--- config.mk ---
export PLATFORM = sky130hd
export DESIGN_NAME = booth_radix8_multiplier_core
export DESIGN_NICKNAME = d
export VERILOG_FILES = /design/src/br8m_pkg.sv /design/src/br8m_recode.sv /design/src/br8m_ppgen.sv /design/src/br8m_sum.sv /design/src/booth_radix8_multiplier_core.sv
export SDC_FILE = /design/constraint.sdc
export NUM_CORES = 1
export LEC_CHECK = 0
export ABC_AREA = 1
export BUFFER_PORTS_ARGS = -buffer_cell sky130_fd_sc_hd__buf_2
export CELL_PAD_IN_SITES_DETAIL_PLACEMENT = 0
export CELL_PAD_IN_SITES_GLOBAL_PLACEMENT = 2
export CORE_UTILIZATION = 36
export DETAILED_ROUTE_END_ITERATION = 8
export GPL_TIMING_DRIVEN = 0
export PLACE_DENSITY_LB_ADDON = 0.1
export REMOVE_ABC_BUFFERS = 1
export SYNTH_ARGS = -nofsm -noshare
export SYNTH_HDL_FRONTEND = slang
export SYNTH_SLANG_ARGS = --single-unit
--- constraint.sdc ---
create_clock -name clk -period 4.1 [get_ports clk]
set_input_delay 0.82 -clock clk [delete_from_list [all_inputs] [get_ports clk]]
set_output_delay 0.82 -clock clk [all_outputs]
set_load 0.05 [all_outputs]
--- src/br8m_pkg.sv ---
// Shared types and the radix-8 Booth digit table for the multiplier core.
package br8m_pkg;

    localparam int ProductWidth = 32;

    typedef enum logic [2:0] {
        MAG_ZERO,
        MAG_ONE,
        MAG_TWO,
        MAG_THREE,
        MAG_FOUR
    } booth_mag_t;

    typedef struct packed {
        logic       neg;
        booth_mag_t mag;
    } booth_digit_t;

    // Digit table: groups 0..15 map to 0,1,1,2,2,3,3,4,-4,-3,-3,-2,-2,-1,-1,0
    function automatic booth_digit_t booth_digit(input logic [3:0] grp);
        booth_digit_t d;
        d.neg = grp[3] & ~(&grp[2:0]);
        case (grp) inside
            4'd1, 4'd2, 4'd13, 4'd14:  d.mag = MAG_ONE;
            4'd3, 4'd4, 4'd11, 4'd12:  d.mag = MAG_TWO;
            4'd5, 4'd6, 4'd9, 4'd10:   d.mag = MAG_THREE;
            4'd7, 4'd8:                d.mag = MAG_FOUR;
            default:                   d.mag = MAG_ZERO;
        endcase
        return d;
    endfunction

endpackage

--- src/br8m_recode.sv ---
// Stage one: Booth recoding of the multiplier and the 3y precompute.
module br8m_recode
    import br8m_pkg::*;
#(
    parameter int OPERAND_WIDTH = 16
) (
    input  logic                                   clk,
    input  logic                                   rst_n,
    input  logic                                   in_valid,
    output logic                                   in_ready,
    input  logic [OPERAND_WIDTH-1:0]               multiplier,
    input  logic [OPERAND_WIDTH-1:0]               multiplicand,
    output logic                                   out_valid,
    input  logic                                   out_ready,
    output logic [OPERAND_WIDTH-1:0]               y_out,
    output logic [OPERAND_WIDTH+1:0]               y3_out,
    output booth_digit_t [(OPERAND_WIDTH+2)/3-1:0] digits_out
);

    localparam int GroupCount = (OPERAND_WIDTH + 2) / 3;
    localparam int ExtWidth   = 3 * GroupCount + 3;

    logic                              valid_reg;
    logic [OPERAND_WIDTH-1:0]          y_reg;
    logic [OPERAND_WIDTH+1:0]          y3_reg;
    logic [OPERAND_WIDTH+1:0]          y3_next;
    booth_digit_t [GroupCount-1:0]     digit_reg;
    booth_digit_t [GroupCount-1:0]     digit_next;
    logic [ExtWidth-1:0]               x_ext;

    assign in_ready = !valid_reg || out_ready;

    // Repeat the sign above the top bit and put a zero below bit 0
    assign x_ext = {{(ExtWidth - OPERAND_WIDTH - 1){multiplier[OPERAND_WIDTH-1]}},
                    multiplier, 1'b0};

    assign y3_next = {{2{multiplicand[OPERAND_WIDTH-1]}}, multiplicand}
                   + {multiplicand[OPERAND_WIDTH-1], multiplicand, 1'b0};

    always_comb
    begin
        for (int i = 0; i < GroupCount; i++)
        begin
            digit_next[i] = booth_digit(x_ext[3*i +: 4]);
        end
    end

    always_ff @(posedge clk or negedge rst_n)
    begin
        if (!rst_n)
        begin
            valid_reg <= 1'b0;
        end
        else if (in_ready)
        begin
            valid_reg <= in_valid;
        end
    end

    always_ff @(posedge clk)
    begin
        if (in_ready && in_valid)
        begin
            y_reg     <= multiplicand;
            y3_reg    <= y3_next;
            digit_reg <= digit_next;
        end
    end

    assign out_valid  = valid_reg;
    assign y_out      = y_reg;
    assign y3_out     = y3_reg;
    assign digits_out = digit_reg;

endmodule

--- src/br8m_ppgen.sv ---
// Stage two: partial product selection, negation and weighting.
module br8m_ppgen
    import br8m_pkg::*;
#(
    parameter int OPERAND_WIDTH = 16
) (
    input  logic                                     clk,
    input  logic                                     rst_n,
    input  logic                                     in_valid,
    output logic                                     in_ready,
    input  logic [OPERAND_WIDTH-1:0]                 y_in,
    input  logic [OPERAND_WIDTH+1:0]                 y3_in,
    input  booth_digit_t [(OPERAND_WIDTH+2)/3-1:0]   digits_in,
    output logic                                     out_valid,
    input  logic                                     out_ready,
    output logic [(OPERAND_WIDTH+2)/3-1:0][2*OPERAND_WIDTH-1:0] pp_out
);

    localparam int GroupCount = (OPERAND_WIDTH + 2) / 3;
    localparam int PpWidth    = 2 * OPERAND_WIDTH;

    logic                                 valid_reg;
    logic [GroupCount-1:0][PpWidth-1:0]   pp_reg;
    logic [GroupCount-1:0][PpWidth-1:0]   pp_next;
    logic [PpWidth-1:0]                   y_ext;
    logic [PpWidth-1:0]                   y3_ext;

    assign in_ready = !valid_reg || out_ready;

    assign y_ext  = PpWidth'($signed(y_in));
    assign y3_ext = PpWidth'($signed(y3_in));

    always_comb
    begin
        logic [PpWidth-1:0] mult;
        for (int i = 0; i < GroupCount; i++)
        begin
            case (digits_in[i].mag)
                MAG_ONE:   mult = y_ext;
                MAG_TWO:   mult = y_ext << 1;
                MAG_THREE: mult = y3_ext;
                MAG_FOUR:  mult = y_ext << 2;
                default:   mult = '0;
            endcase
            if (digits_in[i].neg)
            begin
                mult = ~mult + PpWidth'(1);
            end
            pp_next[i] = mult << (3 * i);
        end
    end

    always_ff @(posedge clk or negedge rst_n)
    begin
        if (!rst_n)
        begin
            valid_reg <= 1'b0;
        end
        else if (in_ready)
        begin
            valid_reg <= in_valid;
        end
    end

    always_ff @(posedge clk)
    begin
        if (in_ready && in_valid)
        begin
            pp_reg <= pp_next;
        end
    end

    assign out_valid = valid_reg;
    assign pp_out    = pp_reg;

endmodule

--- src/br8m_sum.sv ---
// Stages three and four: half sums of the partial products, then the final add.
module br8m_sum
    import br8m_pkg::*;
#(
    parameter int OPERAND_WIDTH = 16
) (
    input  logic                                                clk,
    input  logic                                                rst_n,
    input  logic                                                in_valid,
    output logic                                                in_ready,
    input  logic [(OPERAND_WIDTH+2)/3-1:0][2*OPERAND_WIDTH-1:0] pp_in,
    output logic                                                out_valid,
    input  logic                                                out_ready,
    output logic [ProductWidth-1:0]                             product
);

    localparam int GroupCount = (OPERAND_WIDTH + 2) / 3;
    localparam int PpWidth    = 2 * OPERAND_WIDTH;
    localparam int HalfCount  = GroupCount / 2;

    logic                     half_valid_reg;
    logic [PpWidth-1:0]       lo_reg;
    logic [PpWidth-1:0]       hi_reg;
    logic [PpWidth-1:0]       lo_next;
    logic [PpWidth-1:0]       hi_next;
    logic                     final_ready;
    logic                     out_valid_reg;
    logic [ProductWidth-1:0]  product_reg;
    logic [ProductWidth-1:0]  product_next;
    logic [PpWidth-1:0]       total;

    assign final_ready = !out_valid_reg || out_ready;
    assign in_ready    = !half_valid_reg || final_ready;

    always_comb
    begin
        lo_next = '0;
        hi_next = '0;
        for (int i = 0; i < GroupCount; i++)
        begin
            if (i < HalfCount)
            begin
                lo_next = lo_next + pp_in[i];
            end
            else
            begin
                hi_next = hi_next + pp_in[i];
            end
        end
    end

    // Sign-extend or wrap the product to the output width
    assign total        = lo_reg + hi_reg;
    assign product_next = ProductWidth'($signed(total));

    always_ff @(posedge clk or negedge rst_n)
    begin
        if (!rst_n)
        begin
            half_valid_reg <= 1'b0;
            out_valid_reg  <= 1'b0;
        end
        else
        begin
            if (in_ready)
            begin
                half_valid_reg <= in_valid;
            end
            if (final_ready)
            begin
                out_valid_reg <= half_valid_reg;
            end
        end
    end

    always_ff @(posedge clk)
    begin
        if (in_ready && in_valid)
        begin
            lo_reg <= lo_next;
            hi_reg <= hi_next;
        end
        if (final_ready && half_valid_reg)
        begin
            product_reg <= product_next;
        end
    end

    assign out_valid = out_valid_reg;
    assign product   = product_reg;

    // Hold the half sums while the final stage is blocked
    assert property (@(posedge clk) disable iff (!rst_n)
        (half_valid_reg && !final_ready) |=>
            (half_valid_reg && $stable(lo_reg) && $stable(hi_reg)))
        else $error("half sums changed while blocked");

endmodule

--- src/booth_radix8_multiplier_core.sv ---
// Top level of the pipelined signed radix-8 Booth multiplier.
// From input transfer to result the data passes recode, partial products,
// half sums and final add, each stage a register with its own valid bit.
// Throughput: one operand pair per cycle; a stalled output holds the full stages
// while empty stages still fill, and s_tready drops only when all four are full.
// Reset (rst_n low, asynchronous) clears all valid bits; data registers keep garbage.
module booth_radix8_multiplier_core
    import br8m_pkg::*;
#(
    parameter int OPERAND_WIDTH = 16
) (
    input  logic                                  clk,
    input  logic                                  rst_n,
    input  logic                                  s_tvalid,
    output logic                                  s_tready,
    // fields from bit 0: multiplier, multiplicand, zero fill to whole bytes
    input  logic [((2*OPERAND_WIDTH+7)/8)*8-1:0]  s_tdata,
    output logic                                  m_tvalid,
    input  logic                                  m_tready,
    // fields from bit 0: product
    output logic [ProductWidth-1:0]               m_tdata
);

    localparam int GroupCount = (OPERAND_WIDTH + 2) / 3;

    logic                                          rc_valid;
    logic                                          pg_ready;
    logic [OPERAND_WIDTH-1:0]                      rc_y;
    logic [OPERAND_WIDTH+1:0]                      rc_y3;
    booth_digit_t [GroupCount-1:0]                 rc_digits;
    logic                                          pg_valid;
    logic                                          sm_ready;
    logic [GroupCount-1:0][2*OPERAND_WIDTH-1:0]    pg_pp;

    br8m_recode #(.OPERAND_WIDTH(OPERAND_WIDTH)) u_recode (
        .clk          (clk),
        .rst_n        (rst_n),
        .in_valid     (s_tvalid),
        .in_ready     (s_tready),
        .multiplier   (s_tdata[OPERAND_WIDTH-1:0]),
        .multiplicand (s_tdata[2*OPERAND_WIDTH-1:OPERAND_WIDTH]),
        .out_valid    (rc_valid),
        .out_ready    (pg_ready),
        .y_out        (rc_y),
        .y3_out       (rc_y3),
        .digits_out   (rc_digits)
    );

    br8m_ppgen #(.OPERAND_WIDTH(OPERAND_WIDTH)) u_ppgen (
        .clk       (clk),
        .rst_n     (rst_n),
        .in_valid  (rc_valid),
        .in_ready  (pg_ready),
        .y_in      (rc_y),
        .y3_in     (rc_y3),
        .digits_in (rc_digits),
        .out_valid (pg_valid),
        .out_ready (sm_ready),
        .pp_out    (pg_pp)
    );

    br8m_sum #(.OPERAND_WIDTH(OPERAND_WIDTH)) u_sum (
        .clk       (clk),
        .rst_n     (rst_n),
        .in_valid  (pg_valid),
        .in_ready  (sm_ready),
        .pp_in     (pg_pp),
        .out_valid (m_tvalid),
        .out_ready (m_tready),
        .product   (m_tdata)
    );

    // Back-pressure at the input only when a result waits at the output
    assert property (@(posedge clk) disable iff (!rst_n)
        !s_tready |-> (m_tvalid && !m_tready))
        else $error("input blocked without a stalled result");

    // With the output draining, a transfer reaches the output after four stages
    assert property (@(posedge clk) disable iff (!rst_n)
        (s_tvalid && s_tready) ##1 m_tready ##1 m_tready ##1 m_tready |=> m_tvalid)
        else $error("result missing after pipeline latency");

    // The recode stage is blocked only when the partial product stage after it is full and blocked
    assert property (@(posedge clk) disable iff (!rst_n)
        (rc_valid && !pg_ready) |-> (pg_valid && !sm_ready))
        else $error("recode stage blocked by a draining stage");

endmodule
==> flow_summary.json <==
{
  "cp-end-kind": "flip-flop",
  "largest_reg_flops": 147,
  "grt_start_max_net_pins": 103,
  "dr_wl_met2_um": 27100,
  "path_clk_slew_ns": 0.06,
  "netlist.area_leader.share_pct": 43.0,
  "power.internal_mw": 8.76,
  "reg2reg_depth": 9,
  "hold_violations": 0,
  "clock.fmax_mhz": 329,
  "cp-start-kind": "flip-flop",
  "crit_path_top_delay_cell": "edfxtp_1",
  "drt_wl_total_um": 59500,
  "fin_crit_sh_pct": 74.2,
  "grt_pass1_vias": 15100,
  "synth_most_common_cell": "nand2_1",
  "worstSkewPairLatency_ns": 0.54,
  "grtUsageTotal_pct": 21.2,
  "gp_congestion": 0.857,
  "wl_per_cell_um": 18.5,
  "hold_path.class": "input pin to asynchronous set/reset pin",
  "vdd_drop_max_v": 0.000328,
  "nNetsFinal": 2628,
  "drt-pass1-iter-count": 5,
  "synth-edff-count": 288,
  "powerDensity_nw_per_um2": 679,
  "switchingPower_mw": 6.42,
  "reg2reg_to": "u_ppgen.pp_out[150]$_DFFE_PP_",
  "arrival_ns": 3.34,
  "synth_ff_type": "edfxtp_1",
  "post-cts-setup-buffer-count": 0,
  "r2r_slack_ns": 1.06,
  "r2r-start": "u_recode.y3_out[0]$_DFFE_PP_",
  "vias": 15900,
  "numCtsBuffers": 36,
  "async_flop_share_pct": 1.37,
  "status": "complete, no violations",
  "crit_required_ns": 4.40,
  "core_area_um2": 55200,
  "setup_ws_ns": 1.06,
  "drive_above_1_share_pct": 8.68,
  "synth_warnings": 0,
  "rows": 86,
  "die_h_um": 238,
  "start_util_pct": 36.5,
  "max-slew-margin-rel_pct": 34.6,
  "antenna_found_initial": 0,
  "synth_seq_area_share_pct": 43.5,
  "synth_cells": 2404,
  "via_per_inst": 4.94,
  "clockBufferDepth": 3,
  "syn_avg_cell_area_um2": 8.37,
  "cts_tree": "built",
  "synth_commonest_cells": "nand2_1, edfxtp_1, nor2_1",
  "setup.worst_path.class": "flip-flop to flip-flop",
  "ys_ff_latch": 292,
  "drt-initial-drc-count": 818,
  "port-buffer-count": 69,
  "grt_first_pass_wirelength_um": 90700,
  "grt_overflow": 0,
  "p_leak_nw": 10.0,
  "synthDominantAreaCellType": "edfxtp_1",
  "die_w_um": 238,
  "comb_power_share_pct": 45.5,
  "cts.sinks": 292,
  "swShare_pct": 42.3,
  "max_cap_violations": 0,
  "drt.antenna.violating_nets": 0,
  "grt_setup_unrepaired": "false",
  "synth.distinct_cells": 44,
  "syn_area_um2": 20100,
  "drcViolationCount": 0,
  "path_max_fanout": 9,
  "top_layer_used": "met4",
  "antennaDiodeCount": 0,
  "fin_skew_ns": 0.0154,
  "setup_viol": 0,
  "max_slew.worst_pin.slew_ns": 0.981,
  "layout_min_cycle_time_ns": 3.04,
  "dpl.hpwl_um": 46800,
  "p_total_mw": 15.2,
  "synthTopCellsByArea": "edfxtp_1, nand2_1, ha_1",
  "htreeDepth": 2,
  "maxSlewViolCount": 0,
  "seqPwrFrac_pct": 33.4,
  "area_growth_pct": 11.1,
  "dp_slack_ns": 1.12,
  "crit_chain": "inv_1 -> nor2_1 -> inv_1 -> ha_1 -> nand2_1 -> nor2_1 -> nand3_1 -> nand2_1 -> xor2_1",
  "final_core_util_pct": 40.5,
  "ctsHoldBuffers": 0,
  "wl_met3_um": 2100,
  "clkPwrFrac_pct": 21.2,
  "io_pins": 70,
  "die_area_um2": 56900,
  "ctsResizeCount": 0,
  "cts-root-buf": "clkbuf_16",
  "cp_slowest_stage_delay_ns": 0.69,
  "wirelength_met1_um": 28900
}
-- logic make-up after synthesis --
group / Yosys count / share of synthesized area, %
AO/OA/AOI/OAI: 267 / 7.29
XOR/XNOR: 141 / 6.13
adder cells (fa/ha/maj): 140 / 10.4
buffers and inverters: 241 / 4.96
flip-flops: 292 / 43.5
AND/OR/NAND/NOR: 1323 / 27.8
-- per-layer routing --
| layer | GRT usage (%) | vias to the layer above |
|---|---|---|
| met2 | 34.1 | 306 |
| met1 | 29.9 | 7428 |
| met3 | 2.46 | 77 |
| met5 | 0 | - |
| met4 | 5.89 | 0 |
| li1 | - | 8124 |
-- cell type report --
class	count	area, µm²
clock buffers	42	945
clock inverters	21	243
fillers	5566	32800
inverters	179	677
multi-input cells	1871	10400
flip-flops and latches	292	8750
well taps	748	936
repair buffers	72	413
-- power by group through the flow --
stage | combinational, mW | clock, mW | sequential (mW)
after floorplan | 4.53 | 0 | 5.37
after global placement | 6.94 | 0 | 5.17
after detailed placement | 6.95 | 0 | 5.14
after CTS | 6.99 | 3.33 | 5.09
after global routing | 7.77 | 3.43 | 5.13
final | 6.90 | 3.22 | 5.07
-- worst max path at each step --
stage,from,to,slack [ns],depth (start not counted)
final,u_recode.y3_out[0]$_DFFE_PP_,u_ppgen.pp_out[150]$_DFFE_PP_,1.06,9
after global routing,u_recode.digits_out[2]$_SDFFCE_PP0P_,u_ppgen.pp_out[30]$_DFFE_PP_,0.84,11
after CTS,u_recode.y3_out[0]$_DFFE_PP_,u_ppgen.pp_out[150]$_DFFE_PP_,1.09,9
after detailed placement,u_recode.y3_out[0]$_DFFE_PP_,u_ppgen.pp_out[150]$_DFFE_PP_,1.12,9
after global placement,m_tready,u_ppgen.pp_out[29]$_DFFE_PP_,-1.78,9
after floorplan,m_tready,u_ppgen.pp_out[0]$_DFFE_PP_,-0.40,8
-- per-stage QoR --
step	TNS, ns	std cells	hold slack (ns)	instance area [µm²]
after global placement	-315.84	3159	0.405	21100
after global routing	0	3225	0.0524	22400
after floorplan	-59.12	2342	0.400	19800
after detailed placement	0	3162	0.405	21200
after CTS	0	3225	0.0503	22400
final	0	3225	0.0778	22400
-- critical path, delay by kind of cell (launching register included) --
family                   cells  cell delay, ns
XOR/XNOR                     1            0.40
AND/OR/NAND/NOR              5            0.93
flip-flops                   1            0.69
buffers and inverters        2            0.52
adder cells (fa/ha/maj)      1            0.26
-- layout by cell type, fill, tap and decap left out, drive strengths merged, types with 72 or more instances in the layout --
master,count
edfxtp,288
nand2,808
inv,182
ha,95
buf,72
nand3,146
a21oi,97
xor2,95
nor2,274
o21ai,117
Note: power is estimated with default switching activity, not from simulation.
